`src/lag_pkg.sv`:
```
// Shared types and constants for the life automaton grid step block.
package lag_pkg;

  localparam int unsigned SIZE_W    = 9;  // holds any grid size up to 256
  localparam int unsigned ADDR_W    = 5;  // row and col fields of an input beat
  localparam int unsigned OP_W      = 2;
  localparam int unsigned CFG_W     = 6;
  localparam int unsigned CFG_IDX_W = 1;

  localparam logic [OP_W-1:0] OP_WRITE = 2'd0;
  localparam logic [OP_W-1:0] OP_READ  = 2'd1;
  localparam logic [OP_W-1:0] OP_GEN   = 2'd2;

  localparam logic [CFG_IDX_W-1:0] CFG_ROWS = 1'b0;
  localparam logic [CFG_IDX_W-1:0] CFG_COLS = 1'b1;

  localparam logic [CFG_W-1:0] CFG_SIZE_RESET = 6'd20;

  typedef struct packed {
    logic cell_we;    // single-cell write into the active bank
    logic cell_re;    // single-cell read issue on the active bank
    logic gen_start;  // clear window, invalidate the inactive bank
    logic gen_re;     // generation row read from the active bank
    logic gen_use;    // read data of this cycle feeds the window
    logic gen_we;     // write computed row into the inactive bank
    logic gen_shift;  // advance the three-row window
    logic out_load;   // move read result into the output register
    logic flip;       // swap active bank
  } cmd_t;

  typedef struct packed {
    logic out_free;
  } sts_t;

endpackage

```
`src/life_automaton_grid_step_top.sv`:
```
// Write beat: back to back. Read beat: the bank row is registered at acceptance, and the
// result register loads once the output is free, the input stalling until then.
// Generation beat: input stalls until the banks flip after the last row write, bounded
// by the single row-wide read port of each grid bank (one row per cycle, row of lanes).
// Reset: both banks read as dead at once via per-row valid bits (no clearing pass),
// bank a active, rows_in_use and cols_in_use set to 20.
module life_automaton_grid_step_top #(
  parameter int unsigned MAX_ROWS = 32,
  parameter int unsigned MAX_COLS = 32
) (
  input  logic                              clk_i,
  input  logic                              rst_ni,
  input  logic                              in_valid_i,
  output logic                              in_stall_o,
  input  logic [lag_pkg::OP_W-1:0]          opcode_i,
  input  logic [lag_pkg::ADDR_W-1:0]        row_i,
  input  logic [lag_pkg::ADDR_W-1:0]        col_i,
  input  logic                              cell_in_i,
  output logic                              out_valid_o,
  input  logic                              out_stall_i,
  output logic                              cell_out_o,
  input  logic                              cfg_valid_i,
  output logic                              cfg_ready_o,
  input  logic [lag_pkg::CFG_IDX_W-1:0]     cfg_index_i,
  input  logic [lag_pkg::CFG_W-1:0]         cfg_data_i
);

  localparam int unsigned RW  = $clog2(MAX_ROWS);
  localparam int unsigned NRW = $clog2(MAX_ROWS + 1);
  localparam int unsigned NCW = $clog2(MAX_COLS + 1);

  logic [NRW-1:0] nr;
  logic [NCW-1:0] nc;
  lag_pkg::cmd_t  cmd;
  lag_pkg::sts_t  sts;
  logic [RW-1:0]  gen_rd_row, gen_wr_row;

  lag_cfg #(
    .MAX_ROWS (MAX_ROWS),
    .MAX_COLS (MAX_COLS)
  ) u_cfg (
    .clk_i       (clk_i),
    .rst_ni      (rst_ni),
    .cfg_valid_i (cfg_valid_i),
    .cfg_ready_o (cfg_ready_o),
    .cfg_index_i (cfg_index_i),
    .cfg_data_i  (cfg_data_i),
    .nr_o        (nr),
    .nc_o        (nc)
  );

  lag_ctrl #(
    .MAX_ROWS (MAX_ROWS)
  ) u_ctrl (
    .clk_i        (clk_i),
    .rst_ni       (rst_ni),
    .in_valid_i   (in_valid_i),
    .in_stall_o   (in_stall_o),
    .opcode_i     (opcode_i),
    .nr_i         (nr),
    .sts_i        (sts),
    .cmd_o        (cmd),
    .gen_rd_row_o (gen_rd_row),
    .gen_wr_row_o (gen_wr_row)
  );

  lag_dp #(
    .MAX_ROWS (MAX_ROWS),
    .MAX_COLS (MAX_COLS)
  ) u_dp (
    .clk_i        (clk_i),
    .rst_ni       (rst_ni),
    .cmd_i        (cmd),
    .sts_o        (sts),
    .gen_rd_row_i (gen_rd_row),
    .gen_wr_row_i (gen_wr_row),
    .nc_i         (nc),
    .row_i        (row_i),
    .col_i        (col_i),
    .cell_in_i    (cell_in_i),
    .out_valid_o  (out_valid_o),
    .out_stall_i  (out_stall_i),
    .cell_out_o   (cell_out_o)
  );

endmodule

```
`src/lag_cfg.sv`:
```
// Configuration registers and clamped region size.
module lag_cfg #(
  parameter int unsigned MAX_ROWS = 32,
  parameter int unsigned MAX_COLS = 32
) (
  input  logic                              clk_i,
  input  logic                              rst_ni,
  input  logic                              cfg_valid_i,
  output logic                              cfg_ready_o,
  input  logic [lag_pkg::CFG_IDX_W-1:0]     cfg_index_i,
  input  logic [lag_pkg::CFG_W-1:0]         cfg_data_i,
  output logic [$clog2(MAX_ROWS+1)-1:0]     nr_o,
  output logic [$clog2(MAX_COLS+1)-1:0]     nc_o
);

  localparam int unsigned NRW = $clog2(MAX_ROWS + 1);
  localparam int unsigned NCW = $clog2(MAX_COLS + 1);

  logic [lag_pkg::CFG_W-1:0]  rows_q, cols_q;
  logic [lag_pkg::SIZE_W-1:0] nr_full, nc_full;

  // zero acts as one, anything above the grid acts as the grid size
  function automatic logic [lag_pkg::SIZE_W-1:0] clamp_size(
    input logic [lag_pkg::CFG_W-1:0]  v,
    input logic [lag_pkg::SIZE_W-1:0] maxv
  );
    logic [lag_pkg::SIZE_W-1:0] ext;
    ext = lag_pkg::SIZE_W'(v);
    priority if (ext == '0) begin
      return lag_pkg::SIZE_W'(1);
    end else if (ext > maxv) begin
      return maxv;
    end else begin
      return ext;
    end
  endfunction

  assign cfg_ready_o = 1'b1;

  always_ff @(posedge clk_i or negedge rst_ni) begin
    if (!rst_ni) begin
      rows_q <= lag_pkg::CFG_SIZE_RESET;
      cols_q <= lag_pkg::CFG_SIZE_RESET;
    end else if (cfg_valid_i && cfg_ready_o) begin
      unique case (cfg_index_i)
        lag_pkg::CFG_ROWS: rows_q <= cfg_data_i;
        lag_pkg::CFG_COLS: cols_q <= cfg_data_i;
        default: ;
      endcase
    end
  end

  assign nr_full = clamp_size(rows_q, lag_pkg::SIZE_W'(MAX_ROWS));
  assign nc_full = clamp_size(cols_q, lag_pkg::SIZE_W'(MAX_COLS));
  assign nr_o    = nr_full[NRW-1:0];
  assign nc_o    = nc_full[NCW-1:0];

endmodule

```
`src/lag_ctrl.sv`:
```
// Controller: beat acceptance, read handoff and the generation row sequencer.
module lag_ctrl #(
  parameter int unsigned MAX_ROWS = 32
) (
  input  logic                           clk_i,
  input  logic                           rst_ni,
  input  logic                           in_valid_i,
  output logic                           in_stall_o,
  input  logic [lag_pkg::OP_W-1:0]       opcode_i,
  input  logic [$clog2(MAX_ROWS+1)-1:0]  nr_i,
  input  lag_pkg::sts_t                  sts_i,
  output lag_pkg::cmd_t                  cmd_o,
  output logic [$clog2(MAX_ROWS)-1:0]    gen_rd_row_o,
  output logic [$clog2(MAX_ROWS)-1:0]    gen_wr_row_o
);

  localparam int unsigned RW  = $clog2(MAX_ROWS);
  localparam int unsigned NRW = $clog2(MAX_ROWS + 1);
  localparam int unsigned SW  = $clog2(MAX_ROWS + 2);

  typedef enum logic [2:0] {
    ST_IDLE = 3'b001,
    ST_READ = 3'b010,
    ST_GEN  = 3'b100
  } state_e;

  state_e          state_q, state_d;
  logic [SW-1:0]   step_q, step_d;
  logic [SW-1:0]   nr_ext, step_m2;
  logic            accept;

  assign nr_ext       = SW'(nr_i);
  assign step_m2      = step_q - SW'(2);
  assign gen_rd_row_o = step_q[RW-1:0];
  assign gen_wr_row_o = step_m2[RW-1:0];
  assign in_stall_o   = (state_q != ST_IDLE);
  assign accept       = in_valid_i && !in_stall_o;

  always_comb begin
    state_d = state_q;
    step_d  = step_q;
    cmd_o   = '0;
    unique case (state_q)
      ST_IDLE: begin
        if (accept) begin
          unique case (opcode_i)
            lag_pkg::OP_WRITE: cmd_o.cell_we = 1'b1;
            lag_pkg::OP_READ: begin
              cmd_o.cell_re = 1'b1;
              state_d       = ST_READ;
            end
            lag_pkg::OP_GEN: begin
              cmd_o.gen_start = 1'b1;
              step_d          = '0;
              state_d         = ST_GEN;
            end
            default: ;
          endcase
        end
      end
      ST_READ: begin
        if (sts_i.out_free) begin
          cmd_o.out_load = 1'b1;
          state_d        = ST_IDLE;
        end
      end
      ST_GEN: begin
        // step s reads row s, consumes row s-1, writes row s-2
        cmd_o.gen_shift = 1'b1;
        cmd_o.gen_re    = (step_q < nr_ext);
        cmd_o.gen_use   = (step_q != '0) && (step_q <= nr_ext);
        cmd_o.gen_we    = (step_q >= SW'(2));
        if (step_q == nr_ext + SW'(1)) begin
          cmd_o.flip = 1'b1;
          state_d    = ST_IDLE;
        end else begin
          step_d = step_q + SW'(1);
        end
      end
      default: state_d = ST_IDLE;
    endcase
  end

  always_ff @(posedge clk_i or negedge rst_ni) begin
    if (!rst_ni) begin
      state_q <= ST_IDLE;
      step_q  <= '0;
    end else begin
      state_q <= state_d;
      step_q  <= step_d;
    end
  end

  a_wr_row_in_region: assert property (@(posedge clk_i) disable iff (!rst_ni)
    cmd_o.gen_we |-> (NRW'(gen_wr_row_o) < nr_i))
    else $error("generation write outside region");

  a_out_load_free: assert property (@(posedge clk_i) disable iff (!rst_ni)
    cmd_o.out_load |-> sts_i.out_free)
    else $error("read result loaded into a full output register");

  a_flip_after_last_row: assert property (@(posedge clk_i) disable iff (!rst_ni)
    cmd_o.flip |-> (cmd_o.gen_we && !cmd_o.gen_re))
    else $error("bank flip without last row write");

  a_idle_after_flip: assert property (@(posedge clk_i) disable iff (!rst_ni)
    cmd_o.flip |=> !in_stall_o)
    else $error("not ready after generation");

endmodule

```
`src/lag_dp.sv`:
```
// Datapath: two row-wide grid banks, row window with cell lanes, output register.
module lag_dp #(
  parameter int unsigned MAX_ROWS = 32,
  parameter int unsigned MAX_COLS = 32
) (
  input  logic                             clk_i,
  input  logic                             rst_ni,
  input  lag_pkg::cmd_t                    cmd_i,
  output lag_pkg::sts_t                    sts_o,
  input  logic [$clog2(MAX_ROWS)-1:0]      gen_rd_row_i,
  input  logic [$clog2(MAX_ROWS)-1:0]      gen_wr_row_i,
  input  logic [$clog2(MAX_COLS+1)-1:0]    nc_i,
  input  logic [lag_pkg::ADDR_W-1:0]       row_i,
  input  logic [lag_pkg::ADDR_W-1:0]       col_i,
  input  logic                             cell_in_i,
  output logic                             out_valid_o,
  input  logic                             out_stall_i,
  output logic                             cell_out_o
);

  localparam int unsigned RW  = $clog2(MAX_ROWS);
  localparam int unsigned CLW = $clog2(MAX_COLS);
  localparam int unsigned NCW = $clog2(MAX_COLS + 1);

  logic                        act_q;
  logic [lag_pkg::SIZE_W-1:0]  row_ext, col_ext;
  logic                        in_grid;
  logic [RW-1:0]               row_a;
  logic [CLW-1:0]              col_a;
  logic [MAX_COLS-1:0]         one_word;
  logic [MAX_COLS-1:0]         colmask;
  logic [MAX_COLS-1:0]         rd_eff [2];
  logic [MAX_COLS-1:0]         rdat, next_row, new_row;
  logic [MAX_COLS-1:0]         above_q, cur_q;
  logic [MAX_COLS+1:0]         apad, cpad, npad;
  logic                        rd_inside_q;
  logic [CLW-1:0]              rd_col_q;
  logic                        out_valid_q, cell_q;

  // B3/S23 on the eight neighbor bits
  function automatic logic life_rule(input logic [7:0] nb, input logic alive);
    logic [3:0] cnt;
    cnt = '0;
    for (int i = 0; i < 8; i++) begin
      cnt = cnt + 4'(nb[i]);
    end
    return (cnt == 4'd3) || ((cnt == 4'd2) && alive);
  endfunction

  assign row_ext  = lag_pkg::SIZE_W'(row_i);
  assign col_ext  = lag_pkg::SIZE_W'(col_i);
  assign in_grid  = (row_ext < lag_pkg::SIZE_W'(MAX_ROWS)) &&
                    (col_ext < lag_pkg::SIZE_W'(MAX_COLS));
  assign row_a    = row_ext[RW-1:0];
  assign col_a    = col_ext[CLW-1:0];
  assign one_word = MAX_COLS'(cell_in_i) << col_a;

  always_comb begin
    for (int c = 0; c < MAX_COLS; c++) begin
      colmask[c] = (NCW'(c) < nc_i);
    end
  end

  for (genvar b = 0; b < 2; b++) begin : g_bank
    logic [MAX_COLS-1:0] mem [MAX_ROWS];
    logic [MAX_ROWS-1:0] vld_q;  // row not valid reads as all dead
    logic [MAX_COLS-1:0] rd_q;
    logic                rvld_q;
    logic                is_act, cell_we, gen_we, re;
    logic [RW-1:0]       raddr;

    assign is_act  = (act_q == 1'(b));
    assign cell_we = cmd_i.cell_we && in_grid && is_act;
    assign gen_we  = cmd_i.gen_we && !is_act;
    assign re      = (cmd_i.cell_re || cmd_i.gen_re) && is_act;
    assign raddr   = cmd_i.cell_re ? row_a : gen_rd_row_i;

    always_ff @(posedge clk_i) begin
      if (cell_we) begin
        if (vld_q[row_a]) begin
          mem[row_a][col_a] <= cell_in_i;
        end else begin
          mem[row_a] <= one_word;
        end
      end else if (gen_we) begin
        mem[gen_wr_row_i] <= new_row;
      end
      if (re) begin
        rd_q   <= mem[raddr];
        rvld_q <= vld_q[raddr];
      end
    end

    always_ff @(posedge clk_i or negedge rst_ni) begin
      if (!rst_ni) begin
        vld_q <= '0;
      end else if (cmd_i.gen_start && !is_act) begin
        vld_q <= '0;
      end else if (cell_we) begin
        vld_q[row_a] <= 1'b1;
      end else if (gen_we) begin
        vld_q[gen_wr_row_i] <= 1'b1;
      end
    end

    assign rd_eff[b] = rvld_q ? rd_q : '0;
  end

  assign rdat     = act_q ? rd_eff[1] : rd_eff[0];
  assign next_row = cmd_i.gen_use ? (rdat & colmask) : '0;

  assign apad = {1'b0, above_q, 1'b0};
  assign cpad = {1'b0, cur_q, 1'b0};
  assign npad = {1'b0, next_row, 1'b0};

  always_comb begin
    for (int c = 0; c < MAX_COLS; c++) begin
      new_row[c] = colmask[c] &&
                   life_rule({apad[c], apad[c+1], apad[c+2], cpad[c], cpad[c+2],
                              npad[c], npad[c+1], npad[c+2]}, cpad[c+1]);
    end
  end

  always_ff @(posedge clk_i) begin
    if (cmd_i.gen_start) begin
      above_q <= '0;
      cur_q   <= '0;
    end else if (cmd_i.gen_shift) begin
      above_q <= cur_q;
      cur_q   <= next_row;
    end
    if (cmd_i.cell_re) begin
      rd_inside_q <= in_grid;
      rd_col_q    <= col_a;
    end
    if (cmd_i.out_load) begin
      cell_q <= rd_inside_q && rdat[rd_col_q];
    end
  end

  always_ff @(posedge clk_i or negedge rst_ni) begin
    if (!rst_ni) begin
      act_q       <= 1'b0;
      out_valid_q <= 1'b0;
    end else begin
      if (cmd_i.flip) begin
        act_q <= ~act_q;
      end
      if (cmd_i.out_load) begin
        out_valid_q <= 1'b1;
      end else if (!out_stall_i) begin
        out_valid_q <= 1'b0;
      end
    end
  end

  assign sts_o.out_free = !out_valid_q || !out_stall_i;
  assign out_valid_o    = out_valid_q;
  assign cell_out_o     = cell_q;

endmodule
```
`config.mk`:
```
export PLATFORM = sky130hd
export DESIGN_NAME = life_automaton_grid_step_top
export DESIGN_NICKNAME = d
export VERILOG_FILES = /design/src/lag_pkg.sv /design/src/life_automaton_grid_step_top.sv /design/src/lag_cfg.sv /design/src/lag_ctrl.sv /design/src/lag_dp.sv
export SDC_FILE = /design/constraint.sdc
export NUM_CORES = 2
export LEC_CHECK = 0
export CAP_MARGIN = 20
export CELL_PAD_IN_SITES_DETAIL_PLACEMENT = 0
export CELL_PAD_IN_SITES_GLOBAL_PLACEMENT = 1
export CORE_MARGIN = 5
export CORE_UTILIZATION = 55
export CTS_BUF_LIST = sky130_fd_sc_hd__clkbuf_16
export DETAILED_ROUTE_END_ITERATION = 7
export DONT_BUFFER_PORTS = 1
export GPL_ROUTABILITY_DRIVEN = 1
export PLACE_DENSITY = 0.92
export SKIP_CTS_REPAIR_TIMING = 1
export SLEW_MARGIN = 10
export SYNTH_ARGS = -nofsm -noshare
export SYNTH_HDL_FRONTEND = slang
export SYNTH_SLANG_ARGS = --single-unit
```
`constraint.sdc`:
```
create_clock -name clk_i -period 11.5 [get_ports clk_i]
set_input_delay 1.725 -clock clk_i [delete_from_list [all_inputs] [get_ports clk_i]]
set_output_delay 1.725 -clock clk_i [all_outputs]
set_load 0.01 [all_outputs]
```
==> run summary <==
Routed met2 length -> 163000 µm
1st-iter DRT viols -> 15123
Crit path max-delay cell type -> sky130_fd_sc_hd__o21ai_2
Die W -> 460 µm
Worst-skew pair later-pin latency -> 0.91 ns
Clock transition at path regs -> 0.07 ns
Max VDD drop -> 0.141 mV
Total of endpoints with negative setup slack in the final report -> 0
Floorplan Core Area -> 0.202 mm²
Power per cell area -> 168 mW/mm²
Sum Neg Setup Slack -> 0 ns
Antenna violations before repair -> 16
WL met3 -> 61900 µm
Top-Level Pins -> 29
Top-count cell post-synth -> sky130_fd_sc_hd__edfxtp_1
Number of cell rows -> 165
Multi-input gate area -> 0.0392 mm²
Pre-antenna DRT Iters -> 8
Global-route wire length before repair -> 540000 µm
HPWL after detailed placement -> 209000 µm
Final-layout fill cell count -> 15519
Class of the worst hold path -> flop to flop
Status -> finished, violations left
Top fanout value on the critical path -> 32
Cell occurring most often along the worst timing path -> sky130_fd_sc_hd__fa_1
Number of flops mapped to enable cells by yosys -> 2120
Root buf cell -> sky130_fd_sc_hd__clkbuf_16
Aggregate global routing overflow -> 0
Net count of the finished layout -> 9569
Buffer depth of the longest clock path -> 3
Synth cell count leaders -> 2120 x sky130_fd_sc_hd__edfxtp_1, 1294 x sky130_fd_sc_hd__nor2_1, 1011 x sky130_fd_sc_hd__nand2_1
Actual slew at the worst max-slew pin -> 1.23 ns
Combinational cell fraction of total power -> 19.4%
Proportion of power drawn by the clock network -> 34.7%
Max-capacitance violation count -> 0
Required time worst endpoint -> 12.04 ns
Internal power of the cells -> 14200 µW
Synthesized area -> 0.111 mm²
Starting density of the core -> 55.2%
Synthesized netlist net count -> 9965
Class of the most critical setup path -> flop to flop
Routed metal-1 wire length -> 129000 µm
YS warnings -> 0
Via-per-instance ratio -> 6.85
Top achievable clock speed -> 127 MHz
Total wire length after detailed routing -> 383000 µm
Type of element launching the critical path -> flop
Most area-consuming cells after synthesis -> sky130_fd_sc_hd__edfxtp_1 57%, sky130_fd_sc_hd__nor2_2 5.1%, sky130_fd_sc_hd__nor2_1 4.4%
Average routed wire per standard cell -> 31.5 µm
Largest delay contributor family on the critical path -> adder cells
Slew HR -> 17.4%
Yosys reg bits -> 2271
Sequential share of power -> 45.9%
Crit path time final -> 7.88 ns
Clock sink count -> 2271
Overall via count from detail_route -> 83405
Switching power of the nets -> 6150 µW
Data arrival time of the critical path -> 8.41 ns
Share of the core filled with cells -> 59.9%
Detailed-route DRC error count -> 3
Failing checks -> design-rule violations
Static leakage -> 0.0394 µW
Port Buffer Count -> 0
Mean instance size in the synthesized netlist -> 11.5 µm²
Number of buffers and inverters on the critical path -> 5
Endpoint class of the critical path -> flop
Slowest Stage Delay on Critical Path -> 0.96 ns
Seq. cell area -> 0.0671 mm²
Share of the synthesized area in the top cell type -> 57.2%
Post-synthesis cell type with the largest combined area -> sky130_fd_sc_hd__edfxtp_1
Endpoints failing hold -> 0
Final estimated routing congestion in global placement -> 1.07
RSZ-0062 raised after global routing -> no
Number of buffers inserted during clock tree synthesis -> 220
Worst clock skew on the final layout -> 0.0521 ns
Count of nets left with antenna violations after detail routing -> 0
Net switching share of the total power -> 30.3%
Cell chain of the critical path -> clkinv_1, ha_1, nand4_1, a221o_1, buf_4, nor3_1, ha_1, inv_1, fa_1, inv_1, fa_1, fa_1, inv_1, fa_1, a2111oi_0, a21oi_1, or4_1, o21ai_2
CTS tree -> built
Commonest register cell after synthesis -> sky130_fd_sc_hd__edfxtp_1
Share of final-layout standard cells stronger than drive strength 1 -> 18.9%
Syn Inst Count -> 9710
Post-synthesis sequential area ratio -> 60.3%
Largest net degree at the start of global routing -> 138
Final-report max-slew violation count -> 0
Aggregate global-route resource usage -> 35.3%
Pre-CTS setup slack -> 3.76 ns
# H-tree levels -> 4
Crit share post-route -> 68.5%
Area growth from synthesis to layout -> 8.65%
Proportion of register bits with asynchronous set or reset after synthesis -> 3.83%
Final worst slack -> 3.62 ns
Top layer used by detailed routing -> met5
Area of the die -> 0.211 mm²
Die height -> 460 µm
Vias in the first global route -> 77904
Number of distinct library cell variants in the gate-level netlist after synthesis -> 94
==> power groups by stage <==
stage	Combinational, µW	Sequential, µW	Clock, µW
4_1_cts	3690	9330	7040
6_report	3940	9330	7040
3_3_place_gp	3590	9500	0
5_1_grt	4040	9320	7380
3_5_place_dp	3660	9500	0
2_1_floorplan	2420	9450	0
==> area by class of cell <==
| type | instances | area share, % |
|---|---|---|
| Clock inverter | 185 | 1.15 |
| Inverter | 285 | 0.885 |
| Clock buffer | 221 | 4.58 |
| Antenna cell | 8 | 0.0166 |
| Tap cell | 2672 | 2.77 |
| Sequential cell | 2271 | 55.5 |
| Timing Repair Buffer | 292 | 2.59 |
| Multi-Input combinational cell | 6244 | 32.5 |
==> layer usage <==
layer  vias up  global-route usage, %
met5         -                      0
li1      33824                      -
met1     40824                   46.6
met2      7305                   51.5
met4         2                   21.0
met3      1450                   11.0
==> state kept, by name (all words and copies together) (netlist names) <==
signal / cells
u_cfg.cols_q: 6
u_cfg.rows_q: 6
u_ctrl.state_q: 3
u_ctrl.step_q: 6
u_dp.above_q: 32
u_dp.act_q: 1
u_dp.cell_out_o: 1
u_dp.cur_q: 32
u_dp.g_bank.mem: 2048
u_dp.g_bank.rd_q: 64
u_dp.g_bank.rvld_q: 2
u_dp.g_bank.vld_q: 64
u_dp.out_valid_o: 1
u_dp.rd_col_q: 5
==> placed cells by master (no fill, tap or decap), drive strengths merged, types with 47 or more instances in the layout <==
cell type	count
buf	288
and3	289
nor2	2196
nand3	113
clkinv	93
dfxtp	64
inv	356
ha	107
mux2i	345
nor4	135
o22ai	90
o21a	77
a211oi	302
o32ai	52
nand2	1015
a21o	49
o221ai	47
o211ai	72
clkbuf	225
fa	123
a31oi	133
dfrtp	82
a21oi	464
o21ai	234
edfxtp	2120
==> logic make-up (layout without fill, tap and decap cells) <==
logic type / count (synthesis) / after routing / synth area share, %
buffers and inverters: 1195 / 983 / 5.15
other: 1 / 9 / 0.00337
DFF: 2271 / 2271 / 60.3
xor gates and xnor gates: 15 / 15 / 0.130
AOI/OAI and AO/OA: 1710 / 1710 / 10.5
and+or+nand+nor: 3895 / 3895 / 16.7
muxes: 393 / 393 / 3.81
adders and majority gates: 230 / 230 / 3.42
==> worst register-to-register path, cell delays in order, from the launching register on <==
cell                        delay (ns)
sky130_fd_sc_hd__dfrtp_1          0.78
sky130_fd_sc_hd__clkinv_1         0.56
sky130_fd_sc_hd__ha_1             0.49
sky130_fd_sc_hd__nand4_1          0.12
sky130_fd_sc_hd__a221o_1          0.39
sky130_fd_sc_hd__buf_4            0.26
sky130_fd_sc_hd__nor3_1           0.82
sky130_fd_sc_hd__ha_1             0.23
sky130_fd_sc_hd__inv_1            0.05
sky130_fd_sc_hd__fa_1             0.48
sky130_fd_sc_hd__inv_1            0.05
sky130_fd_sc_hd__fa_1             0.50
sky130_fd_sc_hd__fa_1             0.20
sky130_fd_sc_hd__inv_1            0.06
sky130_fd_sc_hd__fa_1             0.38
sky130_fd_sc_hd__a2111oi_0        0.31
sky130_fd_sc_hd__a21oi_1          0.07
sky130_fd_sc_hd__or4_1            0.80
sky130_fd_sc_hd__o21ai_2          0.96
==> per-stage QoR <==
| stage | hold WS [ns] | area, µm² | power [µW] | cells |
|---|---|---|---|---|
| floorplan | 0.445 | 111000 | 11900 | 9710 |
| global placement | 0.463 | 112000 | 13100 | 11670 |
| detailed placement | 0.465 | 113000 | 13200 | 11684 |
| CTS | 0.469 | 120000 | 20000 | 12090 |
| global route | 0.487 | 121000 | 20700 | 12171 |
| finish | 0.477 | 121000 | 20300 | 12178 |
==> worst paths after layout <==
| path | endpoint | from | slack [ns] | cells past startpoint |
|---|---|---|---|---|
| min in group asynchronous | u_dp.g_bank[1].vld_q[20] | rst_ni | 0.51 | 0 |
| max reg2reg | u_dp.g_bank[1].mem[18][25] | u_ctrl.step_q[0] | 3.62 | 18 |
| min reg2reg | u_dp.above_q[1] | u_dp.cur_q[1] | 0.48 | 2 |
| min | u_dp.above_q[1] | u_dp.cur_q[1] | 0.48 | 2 |
| max in group asynchronous | u_cfg.cols_q[4] | rst_ni | 10.78 | 0 |
| max | u_dp.g_bank[1].mem[18][25] | u_ctrl.step_q[0] | 3.62 | 18 |
Power figures use the tool's default switching activity.
